### src/e2q_pkg.sv
// Shared types, constants and arithmetic helpers for the Euler angle to quaternion unit.
// Used by every module of the block; it depends on nothing else.
`default_nettype none
package e2q_pkg;

  localparam int ANGLE_BITS     = 16;
  localparam int QUAT_FRAC_BITS = 14;
  localparam int ANG_SHIFT      = 33 - ANGLE_BITS;
  localparam int RND_SHIFT      = 30 - QUAT_FRAC_BITS;
  localparam int WW             = QUAT_FRAC_BITS + 1;
  localparam int CW             = QUAT_FRAC_BITS + 2;
  localparam int ZW             = 34;
  localparam int SCW            = 32;
  localparam int RW             = 64;
  localparam int ROOTW          = 33;
  localparam int BIGW           = 32;
  localparam int CORDIC_STEPS   = 30;
  localparam int SQRT_STEPS     = 32;
  localparam int DIV_STEPS      = 31;

  localparam logic signed [ZW-1:0]  PI_Q30      = 34'sd3373259426;
  localparam logic signed [ZW-1:0]  HALF_PI_Q30 = 34'sd1686629713;
  localparam logic signed [SCW-1:0] CORDIC_GAIN = 32'sh26DD3B6A;

  typedef logic [4:0] step_idx_t;

  typedef enum logic [1:0] {
    BR_TRACE,
    BR_XX,
    BR_YY,
    BR_ZZ
  } branch_t;

  typedef struct packed {
    logic                  vld;
    logic [2:0]            flip;
    logic [2:0][SCW-1:0]   x;
    logic [2:0][SCW-1:0]   y;
    logic [2:0][ZW-1:0]    z;
  } cordic_t;

  typedef struct packed {
    logic                  vld;
    logic [2:0][SCW-1:0]   sn;
    logic [2:0][SCW-1:0]   cs;
  } trig_t;

  typedef struct packed {
    logic                  vld;
    branch_t               br;
    logic [2:0][ZW-1:0]    num;
    logic [RW-1:0]         rad;
    logic [RW-1:0]         root;
  } sqrt_t;

  typedef struct packed {
    logic                      vld;
    branch_t                   br;
    logic [BIGW-1:0]           big;
    logic [ZW-1:0]             dvs;
    logic                      dz;
    logic [2:0]                neg;
    logic [2:0]                ovf;
    logic [2:0][RW-1:0]        rem;
    logic [2:0][DIV_STEPS-1:0] quo;
  } div_t;

  function automatic logic signed [ZW-1:0] atan_entry(input step_idx_t i);
    logic signed [ZW-1:0] r;
    case (i)
      5'd0:    r = 34'sh03243F6A8;
      5'd1:    r = 34'sh01DAC6705;
      5'd2:    r = 34'sh00FADBAFC;
      5'd3:    r = 34'sh007F56EA6;
      5'd4:    r = 34'sh003FEAB76;
      5'd5:    r = 34'sh001FFD55B;
      5'd6:    r = 34'sh000FFFAAA;
      5'd7:    r = 34'sh0007FFF55;
      5'd8:    r = 34'sh0003FFFEA;
      5'd9:    r = 34'sh0001FFFFD;
      default: r = (ZW'(1) << (5'd30 - i)) - ZW'(1);
    endcase
    return r;
  endfunction

  // Product of two Q30 values, floored back to Q30.
  function automatic logic signed [SCW-1:0] mulq(input logic signed [SCW-1:0] a,
                                                 input logic signed [SCW-1:0] b);
    logic signed [2*SCW-1:0] p;
    p = a * b;
    return p[SCW+29:30];
  endfunction

endpackage
`default_nettype wire

### src/e2q_cordic_cell.sv
// One rotation-mode CORDIC iteration for all three angles, registered.
// Depends on e2q_pkg for the data record and the arctangent table.
`default_nettype none
module e2q_cordic_cell import e2q_pkg::*; (
  input  logic      clk,
  input  logic      rst_n,
  input  logic      en,
  input  step_idx_t idx,
  input  cordic_t   d_in,
  output cordic_t   d_out
);

  cordic_t cell_r;
  cordic_t cell_nxt;

  always_comb begin
    logic signed [SCW-1:0] dx;
    logic signed [SCW-1:0] dy;
    logic signed [ZW-1:0]  at;
    cell_nxt = d_in;
    at = atan_entry(idx);
    for (int k = 0; k < 3; k++) begin
      dx = $signed(d_in.y[k]) >>> idx;
      dy = $signed(d_in.x[k]) >>> idx;
      if (!d_in.z[k][ZW-1]) begin
        cell_nxt.x[k] = d_in.x[k] - dx;
        cell_nxt.y[k] = d_in.y[k] + dy;
        cell_nxt.z[k] = d_in.z[k] - at;
      end else begin
        cell_nxt.x[k] = d_in.x[k] + dx;
        cell_nxt.y[k] = d_in.y[k] - dy;
        cell_nxt.z[k] = d_in.z[k] + at;
      end
    end
  end

  always_ff @(posedge clk) begin
    if (!rst_n) begin
      cell_r.vld <= 1'b0;
    end else if (en) begin
      cell_r <= cell_nxt;
    end
  end

  assign d_out = cell_r;

endmodule
`default_nettype wire

### config.mk
export PLATFORM = sky130hd
export DESIGN_NAME = e2q_cordic_cell
export DESIGN_NICKNAME = d
export VERILOG_FILES = /design/src/e2q_pkg.sv /design/src/e2q_cordic_cell.sv
export SDC_FILE = /design/constraint.sdc
export NUM_CORES = 2
export LEC_CHECK = 0
export BUFFER_PORTS_ARGS = -buffer_cell sky130_fd_sc_hd__buf_2
export CAP_MARGIN = 5
export CORE_MARGIN = 3
export CORE_UTILIZATION = 30
export DETAILED_ROUTE_END_ITERATION = 10
export PLACE_DENSITY_LB_ADDON = 0.2
export SKIP_LAST_GASP = 1
export SLEW_MARGIN = 20
export SYNTH_ARGS = -nofsm -noshare
export SYNTH_HDL_FRONTEND = slang
export SYNTH_SLANG_ARGS = --single-unit
### constraint.sdc
create_clock -name clk -period 8.8 [get_ports clk]
set_input_delay 1.32 -clock clk [delete_from_list [all_inputs] [get_ports clk]]
set_output_delay 1.32 -clock clk [all_outputs]
set_load 0.02 [all_outputs]
Word-level counts from Yosys, hierarchy flattened. Cells that the tools add are included.

Register bits after elaboration: 298. Input port bits: 306. Output and inout bits: 298. Logic and storage cells: 59.

Add/sub/neg operators: 20. Equal/unequal tests: 9. Shift operators: 7. Multiplexer cells: 10. Reduce and logical (&&, ||, !) cells: 2.

Operator list (count): $pmux W34 S10 (1); $add A32 B32 Y32 (6); $mux W32 (6); $sshr A32 B5 Y32 (6); $sub A32 B32 Y32 (6); $add A34 B34 Y34 (3); $mux W34 (3); $sub A34 B34 Y34 (3); $shl A1 B5 Y34 const A (1); $sub A34 B2 Y34 const B (1); $eq A5 B3 Y1 const B (4); $eq A5 B2 Y1 const B (2); $eq A5 B4 Y1 const B (2); $eq A5 B1 Y1 const B (1); $logic_not A5 Y1 (1); $sub A5 B5 Y5 const A (1); $reduce_and A2 Y1 (1).

Longest topological paths before layout.
Depth after elaboration: 6. Gate-level depth with buffers: 30. Depth with buffers taken out: 24.

Worst setup path before layout. Ideal clock, no wire load.

Path type: input port to flip-flop. Start point: input port en. End point: register cell_r (netlist bit d_out[0]) (enable). Library setup time: 695 ps. Data arrival time: 8020 ps. Data required time: 8105 ps. Slack: 86 ps. Stages: 1. Buffers on the path: 0. Cell sequence: and2_1.

Cells in the longest elaborated chain, start to end: 1.

RTL lines: start: declaration (RTL line e2q_cordic_cell.sv:7) `input logic en,`; $reduce_and A2 Y1 (no line); end signal: assignment (RTL line e2q_cordic_cell.sv:41) `cell_r <= cell_nxt;`; end: declaration (RTL line e2q_cordic_cell.sv:13) `cordic_t cell_r;`.

No other way between the ends. A chain may end at the register's enable or synchronous reset.

==> impl_metrics.env <==
export IMPL_synth_cells=4462
export IMPL_yosysTopAreaCellShare_pct=21.36
export IMPL_final_setup_viol_count=0
export IMPL_fin_crit_sh_pct=85.33
export IMPL_antenna_found_initial=40
export IMPL_synth_fa_ha_area_share_pct=9.213
export IMPL_grt_busiest_layer="met2"
export IMPL_startpoint_type="input pin"
export IMPL_async_flop_share_pct=0
export IMPL_floorplan_rows=136
export IMPL_use_met3_pct=5.226
export IMPL_netlist_area_um2=41750
export IMPL_skew_ns=0
export IMPL_synth_edf_count=297
export IMPL_post_cts_buffers=0
export IMPL_crit_type="in -> reg"
export IMPL_post_cts_resized=0
export IMPL_fill_cells=14260
export IMPL_drcViolationCount=0
export IMPL_ir_drop_mv=0.1275
export IMPL_fmax_mhz=133.2
export IMPL_status="finished clean"
export IMPL_period_needed_ns=7.509
export IMPL_grt_pass1_vias=39170
export IMPL_die_h_um=379.0
export IMPL_nets=5558
export IMPL_p_per_area_nw_per_um2=172.1
export IMPL_clockBufferDepth=3
export IMPL_use_met1_pct=31.21
export IMPL_io_buffers=603
export IMPL_cp_end_kind="register"
export IMPL_grtUsageTotal_pct=25.12
export IMPL_crit_chain="buf_8 > buf_12 > mux4_2 > mux2i_1 > nor2_1 > a2111oi_2 > nand4b_1 > nor2_1 > and3_1 > and4_1 > nor2_1 > xnor2_1 > ha_1 > a21o_1 > a21o_1 > a21oi_1 > nor2_1 > a21oi_1 > a21bo_2 > a221o_1 > o41ai_1 > o2111ai_1 > xnor2_1"
export IMPL_ant_nets=0
export IMPL_hpwl_um=148200
export IMPL_cts_inserted_buffers=43
export IMPL_critPathTopFamily="compound AO/OA/AOI/OAI gates"
export IMPL_place_congestion=1.018
export IMPL_maxSlewViolCount=0
export IMPL_post_place_ws_ns=0.7608
export IMPL_synth_top_area_cell="edfxtp_1"
export IMPL_synthXorXnorAreaFrac_pct=8.790
export IMPL_start_util_pct=30.29
export IMPL_yosys_area_share_simple_pct=13.05
export IMPL_layout_common_cells="buf_2 (596), a21oi_1 (396), nor2_1 (342)"
export IMPL_slowest_delay_ns=0.73
export IMPL_critPathArrivalTime_ns=7.86
export IMPL_synth_mux_area_share_pct=21.53
export IMPL_syn2layout_area_growth_pct=14.97
export IMPL_first_pass_iters=5
export IMPL_crit_required_ns=9.15
export IMPL_layout_setup_ws_ns=1.291
export IMPL_vias=40150
export IMPL_tightest_slew_ns=1.171
export IMPL_drv_cap=0
export IMPL_path_buf_inv=2
export IMPL_cts_tree="built"
export IMPL_cp_max_fo=91
export IMPL_synth_top_family_by_area="compound AO/OA/AOI/OAI gates"
export IMPL_core_um2=137800
export IMPL_drt_iter0_markers=4150
export IMPL_die_x_um=379.0
export IMPL_p_leak_uw=0.01959
export IMPL_hold_viol_final=0
export IMPL_synthFlopType="edfxtp_1"
export IMPL_wirelength_um=187600
export IMPL_drive_above_1_share_pct=23.79
export IMPL_clkTransAtPathRegs_ns=0.06
export IMPL_rsz0062_at_grt="false"
export IMPL_ys_warn_count=0
export IMPL_wire_per_inst_um=27.64
export IMPL_synth_distinct_cells=114
export IMPL_io_pins=604
export IMPL_synth_compound_area_share_pct=21.69
export IMPL_grt_max_degree=132
export IMPL_worst_path_max_delay_cell="a2111oi_2"
export IMPL_viasPerCell=5.915
export IMPL_cts_sinks=298
export IMPL_synthTopCellsByArea="edfxtp_1 (21%), mux4_2 (13%), ha_1 (8.8%)"
export IMPL_largest_register_ff_count=298
export IMPL_tns_ns=0
export IMPL_cts_hold_buffers=0
export IMPL_met2_usage_pct=42.71
export IMPL_clk_latency_ns=0.62
export IMPL_mostFrequentLayoutCell="buf_2"
export IMPL_hold_path_class="reg -> reg"
export IMPL_ys_seq_area_share_pct=21.41
export IMPL_max_slew_margin_rel_pct=21.13
export IMPL_root_buffer="clkbuf_16"
export IMPL_die_area_um2=143700
export IMPL_ys_ff_latch=298
export IMPL_htreeDepth=2
export IMPL_grt_overflow_total=0
export IMPL_synthesis_nets=5070
export IMPL_syn_area_per_cell_um2=9.357
export IMPL_grt_pass1_wl_um=268000
export IMPL_cpMostUsedCell="nor2_1"
## per-stage QoR
step	power (uW)	cells	instance area [um^2]	util, %	hold slack [ns]
2_1_floorplan	5070	4462	41750	-	0.5893
3_3_place_gp	6389	6698	46470	33.72	0.4958
3_5_place_dp	6384	6698	46470	33.72	0.5177
4_1_cts	8332	6770	47940	34.78	0.5348
5_1_grt	8784	6776	47960	34.80	0.5842
6_report	8261	6789	48000	34.82	0.5313
## logic make-up after synthesis
kind of cell               count (synthesis)
xor gates and xnor gates                 419
buffers and inverters                    376
DFF                                      298
and+or+nand+nor                         1108
muxes                                    585
adders and majority gates                302
AOI/OAI and AO/OA                       1374
## worst register-to-register path, cell delays in order (launching register included)
cell	delay [ns]
dfxtp_1	0.30
mux2i_1	0.13
nor2b_1	0.06
## cells in the mapped netlist (all sizes together) (40+ instances only)
library cell	instances
a21oi	397
nor2	346
edfxtp	297
ha	293
nand2	282
xnor2	275
mux2i	241
mux4	240
o21ai	228
a21o	144
xor2	144
buf	139
inv	121
clkbuf	112
mux2	104
nor3	84
a31oi	78
nand3	67
nand2b	55
and3	54
o21a	51
o21bai	51
nor2b	49
a211oi	47
and2	43
o22ai	40
## power by group
group	total [uW]	internal, uW	switching [uW]
clock	1870	1150	718
combinational	4350	1690	2650
sequential	2040	1970	76.0
total	8260	4810	3450
## area by class of cell
cell class                 instances  area, um^2  area share (%)
antenna                           18       45.04         0.09385
tap                             1794        2245           4.677
clock buffer                      49        1099           2.289
sequential                       298        8939           18.62
inverter                         125       475.5          0.9906
multi-input combinational       3788       31030           64.66
timing repair buffer             694        3794           7.904
clock inverter                    23       367.9          0.7664
## path summary, 6_finish.rpt
check | slack (ns) | from | cells after the start | end
max reg2reg | 8.20 | d_out[297]$_SDFFE_PN0P_ | 2 | d_out[297]$_SDFFE_PN0P_
min reg2reg | 0.53 | d_out[297]$_SDFFE_PN0P_ | 2 | d_out[297]$_SDFFE_PN0P_
min | 0.53 | d_out[297]$_SDFFE_PN0P_ | 2 | d_out[297]$_SDFFE_PN0P_
max | 1.29 | idx[1] | 23 | d_out[261]$_DFFE_PP_
## metal layers
metal | vias up | wire (um)
li1 | 18260 | -
met1 | 19620 | 74320
met2 | 1908 | 90030
met3 | 354 | 15930
met4 | 12 | 7289
met5 | - | 76
No activity file was read; power rests on OpenSTA's default activity.
