## src/e2q_pkg.sv

```systemverilog
// Shared types, constants and arithmetic helpers for the Euler angle to quaternion unit.
// Used by every module of the block; it depends on nothing else.
`default_nettype none
package e2q_pkg;

  localparam int ANGLE_BITS     = 16;
  localparam int QUAT_FRAC_BITS = 14;
  localparam int ANG_SHIFT      = 33 - ANGLE_BITS;
  localparam int RND_SHIFT      = 30 - QUAT_FRAC_BITS;
  localparam int WW             = QUAT_FRAC_BITS + 1;
  localparam int CW             = QUAT_FRAC_BITS + 2;
  localparam int ZW             = 34;
  localparam int SCW            = 32;
  localparam int RW             = 64;
  localparam int ROOTW          = 33;
  localparam int BIGW           = 32;
  localparam int CORDIC_STEPS   = 30;
  localparam int SQRT_STEPS     = 32;
  localparam int DIV_STEPS      = 31;

  localparam logic signed [ZW-1:0]  PI_Q30      = 34'sd3373259426;
  localparam logic signed [ZW-1:0]  HALF_PI_Q30 = 34'sd1686629713;
  localparam logic signed [SCW-1:0] CORDIC_GAIN = 32'sh26DD3B6A;

  typedef logic [4:0] step_idx_t;

  typedef enum logic [1:0] {
    BR_TRACE,
    BR_XX,
    BR_YY,
    BR_ZZ
  } branch_t;

  typedef struct packed {
    logic                  vld;
    logic [2:0]            flip;
    logic [2:0][SCW-1:0]   x;
    logic [2:0][SCW-1:0]   y;
    logic [2:0][ZW-1:0]    z;
  } cordic_t;

  typedef struct packed {
    logic                  vld;
    logic [2:0][SCW-1:0]   sn;
    logic [2:0][SCW-1:0]   cs;
  } trig_t;

  typedef struct packed {
    logic                  vld;
    branch_t               br;
    logic [2:0][ZW-1:0]    num;
    logic [RW-1:0]         rad;
    logic [RW-1:0]         root;
  } sqrt_t;

  typedef struct packed {
    logic                      vld;
    branch_t                   br;
    logic [BIGW-1:0]           big;
    logic [ZW-1:0]             dvs;
    logic                      dz;
    logic [2:0]                neg;
    logic [2:0]                ovf;
    logic [2:0][RW-1:0]        rem;
    logic [2:0][DIV_STEPS-1:0] quo;
  } div_t;

  function automatic logic signed [ZW-1:0] atan_entry(input step_idx_t i);
    logic signed [ZW-1:0] r;
    case (i)
      5'd0:    r = 34'sh03243F6A8;
      5'd1:    r = 34'sh01DAC6705;
      5'd2:    r = 34'sh00FADBAFC;
      5'd3:    r = 34'sh007F56EA6;
      5'd4:    r = 34'sh003FEAB76;
      5'd5:    r = 34'sh001FFD55B;
      5'd6:    r = 34'sh000FFFAAA;
      5'd7:    r = 34'sh0007FFF55;
      5'd8:    r = 34'sh0003FFFEA;
      5'd9:    r = 34'sh0001FFFFD;
      default: r = (ZW'(1) << (5'd30 - i)) - ZW'(1);
    endcase
    return r;
  endfunction

  // Product of two Q30 values, floored back to Q30.
  function automatic logic signed [SCW-1:0] mulq(input logic signed [SCW-1:0] a,
                                                 input logic signed [SCW-1:0] b);
    logic signed [2*SCW-1:0] p;
    p = a * b;
    return p[SCW+29:30];
  endfunction

endpackage
`default_nettype wire

```

## src/e2q_div_cell.sv

```systemverilog
// One quotient bit of the three restoring divisions, registered.
// Depends on e2q_pkg for the data record.
`default_nettype none
module e2q_div_cell import e2q_pkg::*; (
  input  logic      clk,
  input  logic      rst_n,
  input  logic      en,
  input  step_idx_t idx,
  input  div_t      d_in,
  output div_t      d_out
);

  div_t cell_r;
  div_t cell_nxt;

  always_comb begin
    logic [RW-1:0] trial;
    cell_nxt = d_in;
    trial = RW'(d_in.dvs) << idx;
    for (int k = 0; k < 3; k++) begin
      if (d_in.rem[k] >= trial) begin
        cell_nxt.rem[k]      = d_in.rem[k] - trial;
        cell_nxt.quo[k][idx] = 1'b1;
      end
    end
  end

  always_ff @(posedge clk) begin
    if (!rst_n) begin
      cell_r.vld <= 1'b0;
    end else if (en) begin
      cell_r <= cell_nxt;
    end
  end

  assign d_out = cell_r;

endmodule
`default_nettype wire

```

## config.mk

```make
export PLATFORM = sky130hd
export DESIGN_NAME = e2q_div_cell
export DESIGN_NICKNAME = d
export VERILOG_FILES = /design/src/e2q_pkg.sv /design/src/e2q_div_cell.sv
export SDC_FILE = /design/constraint.sdc
export NUM_CORES = 1
export LEC_CHECK = 0
export BUFFER_PORTS_ARGS = -buffer_cell sky130_fd_sc_hd__buf_4
export CAP_MARGIN = 40
export CORE_AREA = 3 3 283 285
export CTS_BUF_LIST = sky130_fd_sc_hd__clkbuf_16
export CTS_CLUSTER_SIZE = 24
export DETAILED_ROUTE_END_ITERATION = 7
export DIE_AREA = 0 0 286 288
export HOLD_SLACK_MARGIN = 0.03
export PLACE_DENSITY = 0.63
export SYNTH_ARGS = -nofsm -noshare
export SYNTH_HDL_FRONTEND = slang
export SYNTH_SLANG_ARGS = --single-unit
export TNS_END_PERCENT = 100
```

## constraint.sdc

```tcl
create_clock -name clk -period 10.5 [get_ports clk]
set_input_delay 0.525 -clock clk [delete_from_list [all_inputs] [get_ports clk]]
set_output_delay 0.525 -clock clk [all_outputs]
set_load 0.02 [all_outputs]
```

# Word-level counts from Yosys, hierarchy flattened
# Cells that the tools add are included.
[op_classes]
n_eq_ne = 0
n_reduce_logical = 2
n_shift = 1
order_cmp = 5
addsub = 3
mul = 0
bitwise = 3
mux = 8
div = 0
[ops]
columns = ["op", "count"]
rows = [
  ["64-bit >= comparator", 3],
  ["64-bit two-way mux", 3],
  ["64-bit subtractor", 3],
  ["31-bit two-way mux", 3],
  ["31-bit bitwise OR", 3],
  ["34-bit by 5-bit << shifter with 64-bit output", 1],
  ["5-bit by 6-bit less-than comparator with 1-bit output (second input constant)", 1],
  ["1-bit demux with 5-bit select", 1],
  ["5-bit by 1-bit >= comparator with 1-bit output (second input constant)", 1],
  ["2-bit AND reduction", 1],
  ["1-bit logical AND", 1],
  ["1-bit two-way mux", 1],
]
[word_totals]
ramBits = 0
rom_bits = 0
inputBits = 369
mem_count = 0
register_bits = 361
latch_bits = 0

# Depth between registers and ports, before layout
# Gate-level depths: netlist of the first run.
[logic_depth]
depth_word = 6
depth_mapped = 24

# Worst setup path before layout of the first run
# Ideal clock, no wire load.
[synth_timing]
path_kind = "in2reg"
start = "input port en"
end = "register cell_r (netlist bit d_out[0]), enable pin"
path_buffers = 0
t_required_ps = 9733
path_slack_ps = 1104
path_stages = 1
t_arrival_ps = 8629
setup_ps = 767
cell_sequence = "and2_1"
[synth_via]
elab_chain_cells = 1
[synth_lines]
columns = ["element", "line_no", "text"]
rows = [
  ["from (decl)", "e2q_div_cell.sv:7", "input logic en,"],
  ["2-bit AND reduction (no source line)", "n/a", ""],
  ["to (signal assigned)", "e2q_div_cell.sv:32", "cell_r <= cell_nxt;"],
  ["to (decl)", "e2q_div_cell.sv:13", "div_t cell_r;"],
]
# Every way passes these cells.
# A chain may end at the register's enable or synchronous reset.

==> flow_summary.ini, run 1 <==
[power_and_ir_drop]
pwr-share-comb = 0.388
p_int_mw = 3.59
p_sw_mw = 2.11
p_leak_nw = 14.5
p_clk_frac = 0.288
ir_drop_mv = 0.129
powerDensity_nw_per_um2 = 161
netSwitchingFraction = 0.371
p_seq_frac = 0.325

[run]
cap_viol_max_count = 0

[logic_synthesis]
synthFlopType = edfxtp_1
synth_edf_count = 360
yosysSeqAreaShare = 0.393
synth_area_leaders = edfxtp_1 (39%), ha_1 (8.7%), nand2_1 (5.8%)
yosysTopAreaCell = edfxtp_1
netlist_instances = 3024
synth_cell_types = 87
yosysWarnings = 0
syn_avg_cell_area_um2 = 9.11
synth_top_area_frac = 0.393
ys_ff_latch = 361
async_flop_share = 0
netlist_area_um2 = 27500
syn-num-nets = 3588

[drt]
drt-wirelength-per-cell_um = 25.7
drcViolationCount = 0
drt-pass1-iter-count = 5
antenna_left = 0
vias = 26700
wl_um = 122000
avgViaCountPerCell = 5.62
drtIter0Drc = 2652

[worst_setup_path]
crit_type = in -> reg
reg2reg_to = d_out[360]
rr_startpoint = d_out[360]
cp-start-kind = input pin
r2r_slack_ps = 9880
required_ps = 10950
path_cells = buf_4 -> clkinv_1 -> nor2_1 -> nand2_1 -> o21ai_0 -> mux2i_1 -> mux2i_1 -> nand2b_1 -> ha_1 -> nand4_1 -> nor4_1 -> inv_1 -> nor4_1 -> o31ai_1 -> nand4_1 -> and2_4 -> buf_4 -> nor2_1 -> a311o_1 -> nor3_1
ff2ff_path_depth = 2
arrival_ps = 7140
cp_num_buf_inv = 4
critPathLaunch = idx[1]
cp_max_fo = 61
cp.depth = 20
setup.worst_path.end_class = register
slowest_delay_ps = 670
crit_family = simple AND/OR/NAND/NOR gates
cp_slowest_cell = nor2_1

[cts]
cts_tree = done
cts_setup_buffers = 0
clock-root-buffer = clkbuf_16
ctsHoldBuffers = 0
clk_latency_ps = 590
clk_pin_slew_ps = 60
clockBufferDepth = 3
cts_made_buffers = 46
postCtsResizedCells = 0
htreeDepth = 2
cts.sinks = 361

[global_route]
grt_pass1_vias = 25400
met2_usage = 0.447
grt-busiest-layer = met2
grt.met1_usage = 0.376
use_met3 = 0.0691
grt_antenna_before_repair = 11
grt_max_degree = 172
grt_use_total = 0.281
grt_pass1_wl_um = 173000
gr-total-overflow = 0

[placed_design]
pre_cts_slack_ps = 3430
place_hpwl_um = 100000
gp_congestion = 0.992
io_buffers = 729
postPlaceCellArea_um2 = 33900

[sta]
worst_pin_slew_ps = 1140
rsz0062_at_grt = false
setup_tns_ps = 0
period_share = 0.638
setup_viol = 0
finalCriticalPeriod_ps = 6690
fmax_ghz = 0.149
drv_slew = 0
final-hold-violation-count = 0
setup_ws_ps = 3810
skew_ps = 0
maxSlewHeadroom = 0.241

[cells_and_area]
fillers = 7757
fin_nets = 4229
area_growth_pct = 28.6
largest_register_ffs = 361
final_common_cell = buf_4
final_cell_mix = buf_4 (747), nand2_1 (427), edfxtp_1 (360), a21oi_1 (306), o21ai_0 (251)
drive_above_1_share = 0.240
final_area_um2 = 35400
seq_area_um2 = 10800
multiInputGateArea_um2 = 15800

[status]
status = complete, no violations

[min_path]
min_path_cells = 1
min_to = d_out[346]
holdCritPathClass = in -> reg
worstHoldStart = d_in[346]

[floorplan]
die_h_um = 288
fp.dieArea_um2 = 82400
row_count = 102
die_w_um = 286
core-area_um2 = 77600
initial_utilization = 0.355
ios = 730
[cells by family after synthesis]
group           share of synthesized area
compound gates                      0.237
simple gates                        0.154
flops                               0.393
buf+inv                            0.0353
fa+ha+maj                          0.0894
xor+xnor                           0.0541
mux                                0.0368
[final cells by class]
type	instances	share of cell area
diodes	7	0.000495
clock buffers	47	0.0332
clock inverters	38	0.00979
inverters	82	0.00869
multi-input cells	2423	0.445
flip-flops and latches	361	0.306
well taps	1040	0.0367
repair buffers	751	0.160
[power groups by stage]
stage	Combinational (mW)	Sequential, mW	Clock [mW]
floorplan	1.20	2.06	0
global placement	2.17	1.88	0
detailed placement	2.17	1.88	0
CTS	2.19	1.85	1.67
global route	2.39	1.86	1.71
finish	2.21	1.85	1.64
[worst max path at each step]
stage | to | slack (ps)
after global routing | d_out[281] | 3350
after global placement | d_out[281] | 3610
final | d_out[281] | 3810
after detailed placement | d_out[281] | 3430
after CTS | d_out[281] | 4010
after floorplan | d_out[0] | 1100
[through the flow]
stage               total power, mW  hold slack, ps  std cells   util
floorplan                      3.26             589       3024      -
global placement               4.05             510       4654  0.436
detailed placement             4.05             521       4657  0.437
CTS                            5.70            63.3       4742  0.456
global route                   5.97            76.5       4743  0.456
finish                         5.70            96.5       4749  0.456
[cell usage after synthesis (13+ instances only)]
cell type / number
edfxtp_1: 360
o21ai_0: 251
a21o_1: 102
nand3_1: 45
buf_2: 30
xnor2_1: 92
nor4_1: 17
o211ai_1: 15
o21ai_1: 32
nand4_1: 65
mux2i_1: 37
and2_1: 18
a211oi_1: 25
o21bai_1: 112
clkbuf_1: 108
mux2_2: 13
o31ai_1: 20
xor2_1: 78
a21oi_1: 306
ha_1: 192
nand2b_1: 35
nor2_1: 203
a31oi_1: 36
nand2_1: 428
inv_1: 80
nor2b_1: 34
a21boi_0: 13
nor3_1: 42
mux4_2: 22
o21a_1: 29
[layer usage]
metal / part of all wire / routed length (µm)
met1: 0.42 / 51400
met2: 0.46 / 55800
met3: 0.087 / 10600
met4: 0.033 / 3980
met5: 0.00079 / 96
No activity file was read; power rests on OpenSTA's default activity.
==> inputs of run 2 (changes only) <==
Clock period 10.5 ns to 6.6 ns, I/O delays scaled along.
==> run 2 against run 1 <==
- hold slack lost 46 ps
- utilization is 2.6 points higher
- register-to-register slack got worse by 4400 ps
- final area up 5.6%
- first-iteration DRC count increased by 14%
- sequential cell count unchanged
- critical endpoint is now d_out[254]
==> flow_summary.ini, run 2 (synthesized netlist as in run 1, its figures left out) <==
[power_and_ir_drop]
powerDensity_nw_per_um2 = 242
p_sw_mw = 3.39
ir_drop_mv = 0.211
p_int_mw = 5.64
p_clk_frac = 0.265
netSwitchingFraction = 0.376
pwr-share-comb = 0.411
p_seq_frac = 0.324
p_leak_nw = 15.3

[cells_and_area]
drive_above_1_share = 0.235
final_common_cell = buf_4
area_growth_pct = 35.8
final_area_um2 = 37400
final_cell_mix = buf_4 (773), nand2_1 (427), edfxtp_1 (360), a21oi_1 (306), o21ai_0 (251)
largest_register_ffs = 361
fin_nets = 4438

[cts]
clock-root-buffer = clkbuf_16
postCtsResizedCells = 0
clk_latency_ps = 570
cts.sinks = 361
clockBufferDepth = 3
clk_pin_slew_ps = 60
cts_made_buffers = 43
cts_tree = done
htreeDepth = 2

[floorplan]
core-area_um2 = 77600
initial_utilization = 0.355
row_count = 102
ios = 730
die_h_um = 288
fp.dieArea_um2 = 82400
die_w_um = 286

[worst_setup_path]
cp-start-kind = input pin
critical_path.endpoint = d_out[254]
reg2reg_to = d_out[360]
r2r_slack_ps = 5450
arrival_ps = 5710
crit_type = in -> reg
critPathLaunch = d_in[301]
rr_startpoint = d_out[360]
ff2ff_path_depth = 3
setup.worst_path.end_class = register
cp_max_fo = 16
required_ps = 6930

[status]
status = complete, no violations

[drt]
drt-wirelength-per-cell_um = 25.1
wl_um = 124000
drt-pass1-iter-count = 6
antenna_left = 0
avgViaCountPerCell = 5.57
drtIter0Drc = 3024
vias = 27600
drcViolationCount = 0

[global_route]
grt_antenna_before_repair = 14
grt_max_degree = 147
grt_use_total = 0.287
gr-total-overflow = 0
grt_pass1_wl_um = 176000
grt_pass1_vias = 26300

[sta]
fmax_ghz = 0.186
rsz0062_at_grt = false
setup_ws_ps = 1220
finalCriticalPeriod_ps = 5380
worst_pin_slew_ps = 1190
skew_ps = 0
drv_slew = 0
final-hold-violation-count = 0
setup_tns_ps = 0
maxSlewHeadroom = 0.206
setup_viol = 0
period_share = 0.814

[placed_design]
gp_congestion = 0.951
place_hpwl_um = 100000
pre_cts_slack_ps = 776
io_buffers = 729
postPlaceCellArea_um2 = 34200

[min_path]
holdCritPathClass = in -> reg

[run]
cap_viol_max_count = 0
## run 2: cell types whose count changed in the layout (fill, tap and decap cells not counted), moves of 3 or more
cell           previous run  this run
dlygate4sd3_1             0       181
diode_2                   7        11
bufinv_16                 6         3
inv_1                    92        88
buf_12                    3         7
buf_4                   747       773
## run 2: layout make-up
| cell class | instances | area [µm²] |
|---|---|---|
| Antenna cell | 11 | 27.5 |
| Inverter | 82 | 308 |
| Clock buffer | 45 | 1130 |
| Timing Repair Buffer | 963 | 7790 |
| Fill cell | 7419 | 40200 |
| Tap cell | 1040 | 1300 |
| Sequential cell | 361 | 10800 |
| Clock inverter | 34 | 250 |
| Multi-Input combinational cell | 2423 | 15800 |
## run 2: power by group through the flow
| stage | clock [mW] | combinational, mW | sequential, mW |
|---|---|---|---|
| global placement | 0 | 3.56 | 2.96 |
| CTS | 2.44 | 3.67 | 2.92 |
| floorplan | 0 | 1.92 | 3.25 |
| global route | 2.52 | 4.00 | 2.94 |
| finish | 2.39 | 3.72 | 2.92 |
| detailed placement | 0 | 3.55 | 2.97 |
## run 2: worst min path at each step
stage                       endpoint        from  cells after the start
final                     d_out[311]   d_in[311]                      1
after global routing      d_out[325]   d_in[325]                      1
after CTS                 d_out[161]   d_in[161]                      3
after detailed placement  d_out[356]   d_in[356]                      1
after global placement    d_out[360]  d_out[360]                      2
after floorplan           d_out[285]   d_in[285]                      0
## run 2: through the flow
stage,std cells,hold WS [ps],util,power (mW)
2_1_floorplan,3024,429,-,5.17
5_1_grt,4951,38.0,0.482,9.46
6_report,4959,50.7,0.482,9.03
3_5_place_dp,4688,509,0.440,6.52
3_3_place_gp,4686,507,0.440,6.52
4_1_cts,4948,30.2,0.482,9.03
## run 2: critical path: stages
cell           delay [ps]
dlygate4sd3_1         570
buf_4                 180
mux4_2                480
mux2i_1               220
nand2_1               120
nand2_1               120
nor2_1                 50
a21oi_1               440
ha_1                  420
nand4_1               290
nor4_1                100
buf_4                 160
inv_1                  80
nor4_1                 60
buf_4                 140
o31ai_1               620
nand4_1               250
nand2_2               370
buf_4                 340
o21ai_0               170
buf_4                 180
## run 2: layer usage
layer	track usage	share of wire	vias up
li1	-	-	13000
met1	0.390	0.42	13100
met2	0.462	0.46	1314
met3	0.0581	0.087	199
met4	0.0864	0.031	10
met5	0	0.00062	-
## run 2: repair_timing
item                      CTS  global route
buffers inserted            0             0
hold buffers              181             0
hold endpoints to repair  180             0
