**src/e2q_pkg.sv**
```systemverilog
// Shared types, constants and arithmetic helpers for the Euler angle to quaternion unit.
// Used by every module of the block; it depends on nothing else.
`default_nettype none
package e2q_pkg;

  localparam int ANGLE_BITS     = 16;
  localparam int QUAT_FRAC_BITS = 14;
  localparam int ANG_SHIFT      = 33 - ANGLE_BITS;
  localparam int RND_SHIFT      = 30 - QUAT_FRAC_BITS;
  localparam int WW             = QUAT_FRAC_BITS + 1;
  localparam int CW             = QUAT_FRAC_BITS + 2;
  localparam int ZW             = 34;
  localparam int SCW            = 32;
  localparam int RW             = 64;
  localparam int ROOTW          = 33;
  localparam int BIGW           = 32;
  localparam int CORDIC_STEPS   = 30;
  localparam int SQRT_STEPS     = 32;
  localparam int DIV_STEPS      = 31;

  localparam logic signed [ZW-1:0]  PI_Q30      = 34'sd3373259426;
  localparam logic signed [ZW-1:0]  HALF_PI_Q30 = 34'sd1686629713;
  localparam logic signed [SCW-1:0] CORDIC_GAIN = 32'sh26DD3B6A;

  typedef logic [4:0] step_idx_t;

  typedef enum logic [1:0] {
    BR_TRACE,
    BR_XX,
    BR_YY,
    BR_ZZ
  } branch_t;

  typedef struct packed {
    logic                  vld;
    logic [2:0]            flip;
    logic [2:0][SCW-1:0]   x;
    logic [2:0][SCW-1:0]   y;
    logic [2:0][ZW-1:0]    z;
  } cordic_t;

  typedef struct packed {
    logic                  vld;
    logic [2:0][SCW-1:0]   sn;
    logic [2:0][SCW-1:0]   cs;
  } trig_t;

  typedef struct packed {
    logic                  vld;
    branch_t               br;
    logic [2:0][ZW-1:0]    num;
    logic [RW-1:0]         rad;
    logic [RW-1:0]         root;
  } sqrt_t;

  typedef struct packed {
    logic                      vld;
    branch_t                   br;
    logic [BIGW-1:0]           big;
    logic [ZW-1:0]             dvs;
    logic                      dz;
    logic [2:0]                neg;
    logic [2:0]                ovf;
    logic [2:0][RW-1:0]        rem;
    logic [2:0][DIV_STEPS-1:0] quo;
  } div_t;

  function automatic logic signed [ZW-1:0] atan_entry(input step_idx_t i);
    logic signed [ZW-1:0] r;
    case (i)
      5'd0:    r = 34'sh03243F6A8;
      5'd1:    r = 34'sh01DAC6705;
      5'd2:    r = 34'sh00FADBAFC;
      5'd3:    r = 34'sh007F56EA6;
      5'd4:    r = 34'sh003FEAB76;
      5'd5:    r = 34'sh001FFD55B;
      5'd6:    r = 34'sh000FFFAAA;
      5'd7:    r = 34'sh0007FFF55;
      5'd8:    r = 34'sh0003FFFEA;
      5'd9:    r = 34'sh0001FFFFD;
      default: r = (ZW'(1) << (5'd30 - i)) - ZW'(1);
    endcase
    return r;
  endfunction

  // Product of two Q30 values, floored back to Q30.
  function automatic logic signed [SCW-1:0] mulq(input logic signed [SCW-1:0] a,
                                                 input logic signed [SCW-1:0] b);
    logic signed [2*SCW-1:0] p;
    p = a * b;
    return p[SCW+29:30];
  endfunction

endpackage
`default_nettype wire

```
**src/e2q_sqrt_cell.sv**
```systemverilog
// One digit step of the integer square root, registered, carrying the quotient numerators.
// Depends on e2q_pkg for the data record.
`default_nettype none
module e2q_sqrt_cell import e2q_pkg::*; (
  input  logic      clk,
  input  logic      rst_n,
  input  logic      en,
  input  step_idx_t idx,
  input  sqrt_t     d_in,
  output sqrt_t     d_out
);

  sqrt_t cell_r;
  sqrt_t cell_nxt;

  always_comb begin
    logic [RW-1:0] bitv;
    logic [RW-1:0] trial;
    cell_nxt = d_in;
    bitv  = RW'(1) << (6'd62 - {idx, 1'b0});
    trial = d_in.root + bitv;
    if (d_in.rad >= trial) begin
      cell_nxt.rad  = d_in.rad - trial;
      cell_nxt.root = (d_in.root >> 1) + bitv;
    end else begin
      cell_nxt.root = d_in.root >> 1;
    end
  end

  always_ff @(posedge clk) begin
    if (!rst_n) begin
      cell_r.vld <= 1'b0;
    end else if (en) begin
      cell_r <= cell_nxt;
    end
  end

  assign d_out = cell_r;

endmodule
`default_nettype wire

```
**config.mk**
```make
export PLATFORM = sky130hd
export DESIGN_NAME = e2q_sqrt_cell
export DESIGN_NICKNAME = d
export VERILOG_FILES = /design/src/e2q_pkg.sv /design/src/e2q_sqrt_cell.sv
export SDC_FILE = /design/constraint.sdc
export NUM_CORES = 1
export LEC_CHECK = 0
export ABC_AREA = 1
export BUFFER_PORTS_ARGS = -buffer_cell sky130_fd_sc_hd__buf_2
export CAP_MARGIN = 20
export CORE_MARGIN = 4
export CORE_UTILIZATION = 56
export CTS_CLUSTER_SIZE = 12
export DETAILED_ROUTE_END_ITERATION = 8
export PLACE_DENSITY = 0.82
export SETUP_SLACK_MARGIN = 0.05
export SLEW_MARGIN = 10
export SYNTH_ARGS = -nofsm -noshare
export SYNTH_HDL_FRONTEND = slang
export SYNTH_SLANG_ARGS = --single-unit
```
**constraint.sdc**
```tcl
create_clock -name clk -period 7.46 [get_ports clk]
set_input_delay 1.492 -clock clk [delete_from_list [all_inputs] [get_ports clk]]
set_output_delay 1.492 -clock clk [all_outputs]
set_load 0.01 [all_outputs]
```
# Word level (Yosys, flattened, before mapping)
# Index checks and enable logic that the tools add are counted.
# totals
reg_bits,233
input_bits,241
word_cells,17
output_inout_bits,233
# op_classes
add_sub_neg,4
order_cmp,1
n_reduce_logical,1
shift,1
n_mux,2
# ops
op,count
$add 63x64->64,1
$add 64x64->64,1
$ge 64x64->1,1
$mux 64,1
$shl 1x6->64 const A,1
$sub 64x64->64,1
$mux 63,1
$sub 6x6->6 const A,1
$reduce_and 2->1,1

# Depth between registers and ports, before layout
# Gate-level depths: netlist of the first run.
# depth
word_depth,5
depth_mapped,34
depth_no_buf,31

# Worst setup path before layout of the first run
# OpenSTA, ideal clock, no wires.
# synth_timing
path_type,input port to flip-flop
start,input port rst_n
end,"register cell_r, in the netlist d_out[0], enable pin"
cell_stages,2
arrival_time_ns,5.977
slack_ns,0.900
required_ns,6.877
n_path_buf,0
setup_ns,0.583
path_cell_list,nand2_1 inv_1
# synth_via
elab_chain_len,1
# synth_lines
element,line_no,rtl
"start, declared",e2q_sqrt_cell.sv:6,"input logic rst_n,"
$reduce_and 2->1 (no line),n/a,
"end signal, assigned",e2q_sqrt_cell.sv:34,cell_r <= cell_nxt;
"end, declared",e2q_sqrt_cell.sv:13,sqrt_t cell_r;
# No other way between the ends.
# A chain may end at the register's enable or synchronous reset.

==> impl_metrics.env, run 1 <==
export IMPL_ys_types=51
export IMPL_critPathSlowestCell="a211oi_1"
export IMPL_ys_async_sr_fraction=0
export IMPL_worstMarginPinSlew_ps=1000
export IMPL_layout_common_cells="nand2_1 (909), buf_2 (473), inv_1 (456), nor2_1 (435), edfxtp_1 (232)"
export IMPL_cts_resized=0
export IMPL_drtPass1Iterations=7
export IMPL_worstReg2RegEnd="d_out[232]"
export IMPL_hold_viol_final=0
export IMPL_clkTransAtPathRegs_ps=60
export IMPL_io_pins=474
export IMPL_switching_share=0.332
export IMPL_r2r_slack_ps=6750
export IMPL_place_inst=4108
export IMPL_htree_levels=1
export IMPL_antenna_found_initial=1
export IMPL_ant_nets=0
export IMPL_wirelength_microns=78300
export IMPL_synth_edf_count=232
export IMPL_cpMostUsedCell="nand2_1"
export IMPL_track_usage=0.363
export IMPL_overflow=0
export IMPL_post_route_cells_drive_above_1_share=0.152
export IMPL_drc=0
export IMPL_holdCritPathClass="register to register"
export IMPL_cts_setup_buffers=0
export IMPL_die_h_microns=203
export IMPL_min_period_over_period=0.886
export IMPL_clock_latency_ps=570
export IMPL_dp_hpwl_microns=65600
export IMPL_p_leak_nw=11.1
export IMPL_grt_start_max_net_pins=140
export IMPL_grt_pass1_wl_microns=117000
export IMPL_final_common_cell="nand2_1"
export IMPL_whs_path_depth=2
export IMPL_hold_path_endpoint="d_out[232]"
export IMPL_synth_area_per_cell_sq_um=6.73
export IMPL_slowest_delay_ps=420
export IMPL_wl_per_cell_microns=18.9
export IMPL_final_instance_count_excl_fill=4148
export IMPL_rows=71
export IMPL_relSlewSlack=0.316
export IMPL_viasPerCell=5.59
export IMPL_path_max_fanout=126
export IMPL_clockRootBuffer="clkbuf_16"
export IMPL_core_sq_mm=0.0375
export IMPL_p_per_area_mw_per_mm2=160
export IMPL_ys_seq_elements=233
export IMPL_die_x_microns=203
export IMPL_vias=23200
export IMPL_slew_violations=0
export IMPL_critPathRequiredTime_ps=7740
export IMPL_start_kind="input port"
export IMPL_seq_area_frac_synth=0.330
export IMPL_setup_viol=0
export IMPL_status="finished clean"
export IMPL_die_area_sq_mm=0.0410
export IMPL_largest_reg_flops=233
export IMPL_synth_cells=3150
export IMPL_comb_power_share=0.295
export IMPL_crit_type="input port to register"
export IMPL_ir_drop_mv=0.139
export IMPL_p_int_mw=2.65
export IMPL_syn2layout_area_growth_pct=17.1
export IMPL_cts_hold_buf=0
export IMPL_gp_congestion=1.11
export IMPL_drv_cap=0
export IMPL_netlist_area_sq_mm=0.0212
export IMPL_synth_fp_nets=3518
export IMPL_tritoncts="yes"
export IMPL_finClkSkew_ps=0
export IMPL_p_clk_frac=0.300
export IMPL_r2r_cells=2
export IMPL_grt_pass1_vias=22000
export IMPL_yosysWarnings=0
export IMPL_cts_sinks=233
export IMPL_p_sw_mw=1.32
export IMPL_r2r_start="d_out[232]"
export IMPL_cts_buffers=25
export IMPL_final_min_clock_period_ps=6610
export IMPL_end_kind="register"
export IMPL_seqPwrFrac=0.405
export IMPL_nets=3992
export IMPL_rsz0062_at_grt="false"
export IMPL_holdCritStartpoint="d_out[232]"
export IMPL_cts_buffer_depth=3
export IMPL_fmaxAchievable_ghz=0.151
export IMPL_arrival_ps=6890
export IMPL_fin_tns_setup_ps=0
export IMPL_drt_first_iter_violations=2383
export IMPL_start_util=0.565
export IMPL_ys_flop_type="edfxtp_1"
export IMPL_io_buffer_count=473
cells in the mapped netlist, drive strengths merged (2+ instances only):
master / instances / area, sq um
ha: 126 / 1580
o31ai: 2 / 15.0
nand2: 916 / 3460
nor2: 439 / 1660
a221oi: 2 / 17.5
o22ai: 2 / 12.5
a21boi: 12 / 90.1
nand3b: 44 / 330
o21bai: 22 / 180
a211oi: 3 / 22.5
or2: 8 / 50.1
inv: 469 / 1770
edfxtp: 232 / 6970
nand4: 33 / 206
nand3: 161 / 821
clkbuf: 4 / 15.0
a21o: 15 / 113
xor2: 32 / 280
o21a: 10 / 75.1
o211a: 2 / 20.0
a21oi: 178 / 898
buf: 28 / 226
xnor2: 70 / 613
a31oi: 8 / 50.1
nor3: 57 / 295
nor4: 11 / 68.8
o21ai: 256 / 1290
power groups by stage:
stage	combinational (mW)	sequential, mW	clock [mW]
5_1_grt	1.27	1.62	1.26
6_report	1.17	1.61	1.19
3_3_place_gp	1.13	1.63	0
4_1_cts	1.14	1.61	1.20
3_5_place_dp	1.14	1.63	0
2_1_floorplan	0.654	1.71	0
critical path, delay by kind of cell:
kind	cells	cell delay, ps
adder cells (fa/ha/maj)	2	750
AND/OR/NAND/NOR	13	1740
buffers and inverters	6	1280
AO/OA/AOI/OAI	7	1580
layout make-up:
cell class / instances / area (sq um)
Antenna cell: 1 / 2.50
Clock buffer: 28 / 637
Clock inverter: 11 / 115
Fill cell: 3635 / 12700
Inverter: 469 / 1770
Multi-Input combinational cell: 2416 / 12200
Sequential cell: 233 / 6990
Tap cell: 511 / 639
Timing Repair Buffer: 479 / 2460
worst max-delay path by stage:
| stage | depth (start not counted) | start | to |
|---|---|---|---|
| after floorplan | 2 | rst_n | d_out[0] |
| after global placement | 28 | idx[4] | d_out[24] |
| after detailed placement | 28 | idx[4] | d_out[90] |
| after CTS | 28 | idx[4] | d_out[90] |
| after global routing | 28 | idx[4] | d_out[30] |
| final | 28 | idx[4] | d_out[90] |
kinds of logic after synthesis:
kind of cell,after synthesis,share of synthesized area
AND/OR/NAND/NOR,1671,0.325
AO/OA/AOI/OAI,516,0.133
buffers and inverters,501,0.0947
flip-flops,233,0.330
adder cells (fa/ha/maj),127,0.0753
XOR/XNOR,102,0.0421
metrics by stage:
stage          setup slack (ps)  hold slack (ps)   util  power, mW  instance area [sq um]
5_1_grt                     457              624  0.662       4.15                  24800
2_1_floorplan               900              555      -       2.36                  21200
3_5_place_dp                489              603  0.642       2.77                  24100
3_3_place_gp                565              523  0.642       2.76                  24100
6_report                    848              630  0.662       3.97                  24800
4_1_cts                    1070              616  0.662       3.95                  24800
per-layer routing:
metal	routed length [microns]	global-route usage	vias up
li1	-	-	11300
met1	29500	0.462	10300
met2	35600	0.600	1303
met3	7810	0.0428	250
met4	5330	0.212	0
met5	0	0	-
No activity file was read; power rests on OpenSTA's default activity.
==> inputs of run 2 (changes only) <==
--- a/config.mk
+++ b/config.mk
@@ -5,14 +5,14 @@
 export SDC_FILE = /design/constraint.sdc
 export NUM_CORES = 1
 export LEC_CHECK = 0
-export ABC_AREA = 1
+export ABC_AREA = 0
 export BUFFER_PORTS_ARGS = -buffer_cell sky130_fd_sc_hd__buf_2
 export CAP_MARGIN = 20
 export CORE_MARGIN = 4
-export CORE_UTILIZATION = 56
+export CORE_UTILIZATION = 54
 export CTS_CLUSTER_SIZE = 12
 export DETAILED_ROUTE_END_ITERATION = 8
-export PLACE_DENSITY = 0.82
+export PLACE_DENSITY = 0.8
 export SETUP_SLACK_MARGIN = 0.05
 export SLEW_MARGIN = 10
 export SYNTH_ARGS = -nofsm -noshare
==> run 2 against run 1 <==
Net effect: utilization is 3.1 points higher; sequential share of layout area up 3.5 points; design area down 11%; register-to-register slack improved by 110 ps; worst hold slack lost 93 ps; clock skew stayed put; critical endpoint is now d_out[78].
==> impl_metrics.env, run 2 <==
export IMPL_place_inst=2752
export IMPL_viasPerCell=6.10
export IMPL_status="finished clean"
export IMPL_clockRootBuffer="clkbuf_16"
export IMPL_final_min_clock_period_ps=7160
export IMPL_start_kind="input port"
export IMPL_cts_sinks=233
export IMPL_post_route_util=0.694
export IMPL_cts_buffers=27
export IMPL_busiest_layer="met2"
export IMPL_worstMarginPinSlew_ps=921
export IMPL_grt_start_max_net_pins=137
export IMPL_overflow=0
export IMPL_critPathRequiredTime_ps=7760
export IMPL_grt_pass1_wl_microns=96100
export IMPL_seq_area_frac_synth=0.396
export IMPL_arrival_ps=7460
export IMPL_wl_per_cell_microns=22.6
export IMPL_p_int_mw=2.84
export IMPL_synth_cells=1802
export IMPL_drv_cap=0
export IMPL_drtPass1Iterations=5
export IMPL_grt_met3_usage=0.0597
export IMPL_cts_setup_buffers=0
export IMPL_htree_levels=1
export IMPL_antenna_found_initial=13
export IMPL_clock_latency_ps=550
export IMPL_vias=17100
export IMPL_die_area_sq_mm=0.0356
export IMPL_ys_flop_type="edfxtp_1"
export IMPL_drt_first_iter_violations=1539
export IMPL_p_clk_frac=0.320
export IMPL_dp_hpwl_microns=51200
export IMPL_final_instance_count_excl_fill=2810
export IMPL_die_x_microns=189
export IMPL_ant_nets=0
export IMPL_synth_area_per_cell_sq_um=9.80
export IMPL_io_buffer_count=473
export IMPL_switching_share=0.311
export IMPL_comb_power_share=0.288
export IMPL_start_util=0.554
export IMPL_grt_pass1_vias=16400
export IMPL_fmaxAchievable_ghz=0.140
export IMPL_drc=0
export IMPL_holdCritPathClass="register to register"
export IMPL_tritoncts="yes"
export IMPL_clkTransAtPathRegs_ps=60
export IMPL_relSlewSlack=0.386
export IMPL_crit_type="input port to register"
export IMPL_yosysWarnings=0
export IMPL_post_route_cells_drive_above_1_share=0.283
export IMPL_track_usage=0.340
export IMPL_seqPwrFrac=0.391
export IMPL_fin_hold_ws_ps=537
export IMPL_grt_use_met2=0.554
export IMPL_setup_viol=0
export IMPL_synthTopCellsByArea="edfxtp_1 (39%), ha_1 (8.9%), xor2_1 (5.1%)"
export IMPL_synth_top_area_share=0.395
export IMPL_ir_drop_mv=0.217
export IMPL_p_total_mw=4.13
export IMPL_synth_edf_count=232
export IMPL_rsz0062_at_grt="true"
export IMPL_min_period_over_period=0.960
export IMPL_core_sq_mm=0.0319
export IMPL_rows=65
export IMPL_final_common_cell="buf_2"
export IMPL_cts_buffer_depth=3
export IMPL_ys_types=90
export IMPL_cts_hold_buf=0
export IMPL_end_kind="register"
export IMPL_largest_reg_flops=233
export IMPL_netlist_area_sq_mm=0.0177
export IMPL_ys_async_sr_fraction=0
export IMPL_synth_fp_nets=2170
export IMPL_placed_area_sq_mm=0.0212
export IMPL_setup_ws_ps=298
export IMPL_p_sw_mw=1.29
export IMPL_p_per_area_mw_per_mm2=187
export IMPL_io_pins=474
export IMPL_die_h_microns=189
export IMPL_yosysTopAreaCell="edfxtp_1"
export IMPL_path_max_fanout=28
export IMPL_nets=2714
export IMPL_p_leak_nw=9.30
export IMPL_place_ws_ps=-194
export IMPL_hold_viol_final=0
export IMPL_slew_violations=0
export IMPL_use_met1=0.461
export IMPL_fin_tns_setup_ps=0
export IMPL_synth_top_cells_by_count="edfxtp_1 (232), nand2_1 (147), ha_1 (126), a21oi_1 (123), o21ai_0 (122)"
export IMPL_gp_congestion=1.00
export IMPL_wirelength_microns=63600
export IMPL_final_area_sq_mm=0.0221
export IMPL_finClkSkew_ps=0
export IMPL_synth_most_common_cell="edfxtp_1"
export IMPL_syn2layout_area_growth_pct=25.3
export IMPL_layout_common_cells="buf_2 (473), edfxtp_1 (232), nand2_1 (147), ha_1 (126), a21oi_1 (123)"
export IMPL_ys_seq_elements=233
[run 2: power groups by stage]
stage                     registers, mW  logic (mW)  clock network (mW)
after floorplan                    1.71       0.623                   0
after detailed placement           1.64        1.17                   0
after CTS                          1.61        1.18                1.34
final                              1.62        1.19                1.32
after global placement             1.64        1.15                   0
after global routing               1.62        1.28                1.40
[run 2: cell families after synthesis]
| kind of cell | Yosys count | share of synthesized area |
|---|---|---|
| AO/OA/AOI/OAI | 553 | 0.205 |
| buffers and inverters | 113 | 0.0277 |
| flip-flops | 233 | 0.396 |
| multiplexers | 73 | 0.0463 |
| AND/OR/NAND/NOR | 523 | 0.145 |
| adder cells (fa/ha/maj) | 132 | 0.0933 |
| XOR/XNOR | 175 | 0.0868 |
[run 2: area by class of cell]
cell class | instances | area (sq um)
timing repair buffer | 583 | 3310
inverter | 45 | 169
tap | 435 | 544
multi-input combinational | 1456 | 10200
clock inverter | 9 | 120
antenna | 8 | 20.0
sequential | 233 | 6990
fill | 2599 | 9770
clock buffer | 41 | 758
[run 2: worst max-delay path, cell delays in order]
cell and delay [ps]:
buf_2 110, buf_4 150, or3b_2 520, nor2_1 190
ha_1 270, nand4_1 130, or3_1 360, or4_1 430
a311o_1 320, nand2_1 130, a221oi_1 140, o21ai_0 330
nand2_1 110, xor2_1 180, ha_1 320, nand4_1 140
or4_1 560, nor2_1 180, nand2_1 80, o32ai_1 130
a31o_2 210, nor3_4 70, nor2_4 280, buf_12 240
mux2_1 350
[run 2: path summary, 6_finish.rpt]
check | start | end | slack, ps | cells past startpoint
hold reg to reg | d_out[232] | d_out[232] | 540 | 2
setup reg to reg | d_out[232] | d_out[232] | 6860 | 2
setup / recovery | idx[2] | d_out[78] | 300 | 25
hold / removal | d_out[232] | d_out[232] | 540 | 2
[run 2: layer usage]
layer	routed length (microns)	up-vias
li1	-	7941
met1	25900	8164
met2	29400	884
met3	5680	146
met4	2660	8
met5	36	-
[run 2: timing repair]
| action | 4_1_cts | 5_1_grt |
|---|---|---|
| resized for setup | 0 | 2 |
| endpoints found under the hold margin | 0 | 0 |
| endpoints found under the setup margin | 0 | 72 |
